$ cat src/rtl/core/exu_pkg.sv
// Shared types and constants for the expert usage table with top-k query.
// Used by exu_div and expert_usage_table_topk_core.
`default_nettype none
package exu_pkg;

    typedef enum logic [1:0] {
        CMD_OBSERVE = 2'd0,
        CMD_DECAY   = 2'd1,
        CMD_TOPK    = 2'd2,
        CMD_CLEAR   = 2'd3
    } t_cmd;

    localparam logic [1:0] CFG_LAYERS  = 2'd0;
    localparam logic [1:0] CFG_EXPERTS = 2'd1;
    localparam logic [1:0] CFG_DECAY   = 2'd2;

    localparam logic [16:0] ONE_Q16   = 17'd65536;
    localparam logic [31:0] MASS_MAX  = 32'hFFFF_FFFF;
    localparam logic [39:0] TOTAL_MAX = 40'hFF_FFFF_FFFF;

    typedef struct packed {
        t_cmd        cmd;
        logic [4:0]  layer;
        logic [5:0]  expert;
        logic [15:0] weight;
        logic [6:0]  k;
    } t_in_item;

    typedef struct packed {
        logic        status;
        logic        found;
        logic [5:0]  expert_id;
        logic [16:0] score;
        logic [39:0] layer_mass;
        logic        last;
    } t_out_item;

    typedef enum logic [3:0] {
        S_CLR, S_IDLE, S_RESP, S_OBS_WR,
        S_DM_RD, S_DM_MUL, S_DM_WR,
        S_DT_RD, S_DT_LO, S_DT_HI, S_DT_WR,
        S_TK_TOT, S_TK_SCAN, S_TK_END, S_TK_DEC, S_TK_DIV
    } t_state;

    function automatic t_out_item mk_res(logic status, logic found, logic [5:0] id,
                                         logic [16:0] score, logic [39:0] mass,
                                         logic last);
        t_out_item r;
        r.status     = status;
        r.found      = found;
        r.expert_id  = id;
        r.score      = score;
        r.layer_mass = mass;
        r.last       = last;
        return r;
    endfunction

endpackage
`default_nettype wire

$ cat src/rtl/core/exu_div.sv
// Score divider: floor(num * 2^16 / den) clamped to 1.0 in Q1.16.
// Restoring division, one quotient bit per cycle; uses exu_pkg.
`default_nettype none
module exu_div (
    input  wire logic        i_clk,
    input  wire logic        i_rst_n,
    input  wire logic        i_start,
    input  wire logic [31:0] i_num,
    input  wire logic [39:0] i_den,
    output logic             o_done,
    output logic [16:0]      o_quot
);
    import exu_pkg::*;

    logic        r_busy;
    logic        r_done;
    logic [4:0]  r_cnt;
    logic [40:0] r_rem;
    logic [39:0] r_den;
    logic [16:0] r_q;
    logic [40:0] rem2;

    assign rem2 = {r_rem[39:0], 1'b0};

    always_ff @(posedge i_clk) begin
        if (!i_rst_n) begin
            r_busy <= 1'b0;
            r_done <= 1'b0;
        end else begin
            r_done <= 1'b0;
            if (i_start) begin
                r_den <= i_den;
                if ({8'd0, i_num} >= i_den) begin
                    // share of one or more saturates at 1.0
                    r_q    <= ONE_Q16;
                    r_done <= 1'b1;
                end else begin
                    r_rem  <= {9'd0, i_num};
                    r_q    <= '0;
                    r_cnt  <= 5'd16;
                    r_busy <= 1'b1;
                end
            end else if (r_busy) begin
                if (rem2 >= {1'b0, r_den}) begin
                    r_rem <= rem2 - {1'b0, r_den};
                    r_q   <= {r_q[15:0], 1'b1};
                end else begin
                    r_rem <= rem2;
                    r_q   <= {r_q[15:0], 1'b0};
                end
                r_cnt <= r_cnt - 5'd1;
                if (r_cnt == 5'd1) begin
                    r_busy <= 1'b0;
                    r_done <= 1'b1;
                end
            end
        end
    end

    assign o_done = r_done;
    assign o_quot = r_q;

endmodule
`default_nettype wire

$ cat config.mk
export PLATFORM = sky130hd
export DESIGN_NAME = exu_div
export DESIGN_NICKNAME = d
export VERILOG_FILES = /design/src/rtl/core/exu_pkg.sv /design/src/rtl/core/exu_div.sv
export SDC_FILE = /design/constraint.sdc
export NUM_CORES = 1
export LEC_CHECK = 0
export BUFFER_PORTS_ARGS = -buffer_cell sky130_fd_sc_hd__buf_4
export CAP_MARGIN = 40
export CORE_ASPECT_RATIO = 1.5
export CORE_MARGIN = 10
export CORE_UTILIZATION = 59
export CTS_CLUSTER_DIAMETER = 120
export CTS_CLUSTER_SIZE = 8
export DETAILED_ROUTE_END_ITERATION = 10
export GPL_ROUTABILITY_DRIVEN = 0
export GPL_TIMING_DRIVEN = 0
export PLACE_DENSITY_LB_ADDON = 0.25
export SYNTH_ARGS = -nofsm -noshare
export SYNTH_HDL_FRONTEND = slang
export SYNTH_SLANG_ARGS = --single-unit
$ cat constraint.sdc
create_clock -name i_clk -period 4.95 [get_ports i_clk]
set_input_delay 0.7425 -clock i_clk [delete_from_list [all_inputs] [get_ports i_clk]]
set_output_delay 0.7425 -clock i_clk [all_outputs]
set_load 0.01 [all_outputs]
[Word level (Yosys, flattened, before mapping)]
Cells that the tools add are included.
Word-level totals
  flip-flop bits (word level): 104
  bits of input ports: 75
  output and inout bits: 18
  word-level logic and storage cells: 35
Cells by class
  mux-type cells: 19
  order comparisons: 2
  reductions and logical operators: 4
  equality and inequality tests: 2
  add/sub/neg operators: 2
Operators with widths (number)
  40-bit two-way mux: 4
  17-bit two-way mux: 3
  41-bit by 40-bit >= comparator with 1-bit output: 1
  32-bit by 40-bit >= comparator with 1-bit output: 1
  40-bit subtractor: 1
  5-bit two-way mux: 3
  1-bit two-way mux: 9
  5-bit by 1-bit == test with 1-bit output, second input constant: 1
  5-bit by 1-bit subtractor with 5-bit output, second input constant: 1
  2-bit AND reduction: 2
  3-bit AND reduction: 1
  2-bit != test, second input constant: 1
  2-bit nonzero test: 1

[Logic depth before layout (Yosys ltp)]
  depth after elaboration: 4
  mapped depth: 13
  mapped depth without buffers: 12

[Least setup slack after synthesis]
OpenSTA, ideal clock, no wires.
  path kind: input port to flip-flop
  start: input port i_num[0]
  end: register r_cnt[0], enable pin
  data required time: 4540 ps
  slack: 777 ps
  data arrival time: 3764 ps
  stages: 11
  setup time: 410 ps
  cells stage by stage: inv_1 -> ha_1 -> nand2b_1 -> a21o_1 -> a21o_1 -> a21o_1 -> a21o_1 -> a2111oi_0 -> o211ai_1 -> a21oi_1 -> o31a_1
Between the ends
  word-level cells in the longest chain between the ends: 3
Ends and longest elaborated chain
  start, declared: RTL line exu_div.sv:8  | input wire logic [31:0] i_num,
  32-bit by 40-bit >= comparator with 1-bit output: RTL line exu_div.sv:33  | if ({8'd0, i_num} >= i_den) begin
  2-bit != test (no source line)
  3-bit AND reduction (no source line)
  end signal, assigned: RTL line exu_div.sv:51  | r_cnt <= r_cnt - 5'd1;
  end, declared: RTL line exu_div.sv:17  | logic [4:0] r_cnt;
No other way between the ends.
A chain may end at the register's enable or synchronous reset.

[Final worst setup path]
  start: input port i_num[0]
  end: register r_rem[0], enable pin
Between the ends
  word-level cells in the longest chain between the ends: 3
Ends and longest elaborated chain
  32-bit by 40-bit >= comparator with 1-bit output: RTL line exu_div.sv:33
  2-bit != test (no source line)
  3-bit AND reduction (no source line)
  end signal, assigned: RTL line exu_div.sv:38  | r_rem <= {9'd0, i_num};
  end signal, assigned: RTL line exu_div.sv:45  | r_rem <= rem2 - {1'b0, r_den};
  end signal, assigned: RTL line exu_div.sv:48  | r_rem <= rem2;
  end, declared: RTL line exu_div.sv:18  | logic [40:0] r_rem;
No other way between the ends.

==> metrics.yaml <==
outcome:
  status: "finished, final reports clean"
timing:
  finalSetupTns_ns: 0
  max_slew_margin: 0.3697
  tightest_slew_ns: 0.9375
  min_period_over_period: 0.8467
  maxSlewViolCount: 0
  setup_viol: 0
  fin_ws_ns: 0.7590
  fmax_mhz: 238.6
  rsz0062_at_grt: "false"
  period_needed_ns: 4.191
  finalHoldViolations: 0
  clock_skew_ns: 0.007541
critical_path:
  r2r-start: "r_rem[11]$_DFFE_PP_"
  criticalPathCategory: "input port to register"
  worstSetupEndpointType: "register"
  reg2reg_to: "r_rem[36]$_SDFFCE_PP0P_"
  reg2reg_slack_ns: 0.90
  critPathCapture: "r_rem[0]$_DFFE_PP_"
  crit_path_start_kind: "input port"
  rr_worst_depth: 10
  critical_path_required_ns: 5.00
  critical_path_arrival_ns: 4.24
  startpoint: "i_num[0]"
  cp_max_fo: 30
clock_tree:
  clock_sinks: 104
  root_buffer: "clkbuf_16"
  tritoncts: "yes"
  cts_resized: 0
  postCtsSetupRepairBufs: 0
  clockBufferDepth: 2
  path_clk_slew_ns: 0.07
  clkLatencyLatePin_ns: 0.35
  cts-buffers-inserted: 9
  hold_buffers: 0
  htreeDepth: 3
floorplanning:
  start_util: 0.6064
  die_h_um: 156.5
  dieArea_mm2: 0.01736
  row_count: 49
  core_area_mm2: 0.01208
  num_io_pins: 93
  die_x_um: 111.0
pwr:
  ir_drop_uv: 181.8
  switchingPower_uw: 889.0
  seqPwrFrac: 0.405
  p_leak_uw: 0.003776
  p_comb_frac: 0.328
  pwr-share-clk: 0.267
  p_per_area_mw_per_mm2: 317.8
  swShare: 0.3275
  internal-power_uw: 1826
  power_uw: 2715
logic_synthesis:
  synth-edff-count: 102
  synth-main-ff-cell: "edfxtp_1"
  synth_cell_types: 55
  ys_seq_area_frac: 0.4236
  synth_area_leader_cell: "edfxtp_1"
  synth_top_area_frac: 0.4182
  synth_top_cells_by_area: "edfxtp_1, ha_1, inv_1, a21oi_1, a21o_1"
  postSynth.asyncResetShare: 0
  syn_inst: 749
  yosys_warnings: 0
  ys_ff_latch: 104
  synthesis.nets: 899
  synthTopCellsByCount: "edfxtp_1, inv_1, ha_1, nand2_1, a21oi_1"
  syn_area_per_cell_um2: 9.779
  netlist_area_mm2: 0.007325
  yosysMostFrequentCell: "edfxtp_1"
detailed_routing:
  vias: 6342
  drt-initial-drc-count: 473
  wirelength_um: 19770
  route.detailed.drc: 0
  wl_per_cell_um: 19.55
  via_per_inst: 6.273
  antenna_left: 0
  drt-pass1-iter-count: 5
global_route:
  grt_pass1_vias: 6557
  grt_max_degree: 31
  grt_util_all_layers: 0.2212
  grt_pass1_wl_um: 31600
  antenna_found_initial: 0
  grt_overflow_total: 0
cells_and_area:
  multi_input_area_mm2: 0.003775
  nets: 1003
  seq_area_mm2: 0.003103
  fill_cells: 896
  drive_above_1_share: 0.1550
  diodes: 0
  area_growth_pct: 16.64
  finalInstanceArea_mm2: 0.008543
place:
  io_buffers: 91
  place_area_mm2: 0.008248
  pre_cts_slack_ns: 0.4574
  post-dp-hpwl_um: 15100
run:
  maxCapViolCount: 0
min_path:
  hold_class: "register to register"
==> worst max-delay path, cell delays in order <==
cell	delay, ns
buf_4	0.09
inv_1	0.04
ha_1	0.27
nand2b_1	0.14
a21o_1	0.17
a21o_1	0.17
a21o_1	0.17
a21o_1	0.18
a2111oi_0	0.75
o211ai_1	0.32
a21oi_1	0.39
o31a_2	0.50
buf_12	0.26
==> stage by stage <==
stage	util	instances	hold WS, ns
3_3_place_gp	0.6789	993	0.4647
2_1_floorplan	-	749	0.4556
6_report	0.7073	1011	0.4953
5_1_grt	0.7073	1011	0.5173
3_5_place_dp	0.6829	995	0.4790
4_1_cts	0.7073	1011	0.4905
==> registers in the layout (all words and copies together) (netlist names) <==
name    cells
r_busy      1
o_done      1
r_rem      40
o_quot     17
r_cnt       5
r_den      40
==> cell usage in the layout, fill, tap and decap left out, drive strengths merged, types with 3 or more instances in the layout <==
master,synthesis,layout
o21bai,7,7
a211oi,13,13
edfxtp,102,102
buf,11,104
clkbuf,17,27
o31a,4,4
nor2,37,37
a2bb2oi,3,3
nor4,9,9
o21a,12,12
o211ai,11,11
and3,10,10
xor2,12,12
nand2b,6,6
a21oi,54,54
o31ai,7,7
ha,74,74
and2,5,5
a211o,4,4
a21o,32,32
nor3,10,10
xnor2,22,22
nand2,58,58
a221o,4,4
inv,88,90
a31oi,9,9
o21ai,38,38
nand3,11,11
nand4,13,13
nor2b,25,25
or4,3,3
mux2,13,13
==> power groups by stage <==
stage | Combinational (uW) | Sequential [uW] | Clock (uW)
global route | 972 | 1110 | 772
finish | 891 | 1100 | 725
floorplan | 605 | 1110 | 0
CTS | 871 | 1100 | 731
global placement | 822 | 1120 | 0
detailed placement | 862 | 1120 | 0
==> logic make-up (layout without fill, tap and decap cells) <==
logic type	count (synthesis)	in the layout	synth area share
AOI/OAI and AO/OA	213	213	0.1930
xor gates and xnor gates	34	34	0.04066
adders and majority gates	75	75	0.1291
buffers and inverters	116	225	0.06115
DFF	104	104	0.4236
muxes	15	15	0.02272
and+or+nand+nor	192	192	0.1297
==> final cells by class <==
class                      count  share of cell area
buffer                        28             0.01377
clock buffer                  10             0.02680
clock inverter                 6            0.007762
inverter                      88             0.03866
multi-input combinational    529              0.4419
sequential                   104              0.3632
tap                          153             0.02241
timing repair buffer          93             0.08553
==> layer usage <==
layer	vias up	wire, um	track usage
met4	0	871	0.1101
met1	2997	7385	0.2446
met2	322	10120	0.3986
met5	-	0	0
met3	74	1393	0.03980
li1	2949	-	-
==> how the worst min path moves through the flow <==
stage / depth (start not counted) / from / slack, ns / endpoint
global placement: 2 / r_busy$_SDFFE_PN0P_ / 0.46 / o_done$_SDFF_PN0_
CTS: 2 / r_busy$_SDFFE_PN0P_ / 0.49 / o_done$_SDFF_PN0_
global route: 2 / r_busy$_SDFFE_PN0P_ / 0.52 / o_done$_SDFF_PN0_
detailed placement: 2 / r_busy$_SDFFE_PN0P_ / 0.48 / o_done$_SDFF_PN0_
floorplan: 2 / r_busy$_SDFFE_PN0P_ / 0.46 / o_done$_SDFF_PN0_
finish: 2 / r_busy$_SDFFE_PN0P_ / 0.50 / o_done$_SDFF_PN0_
(Power assumes the default switching activity.)
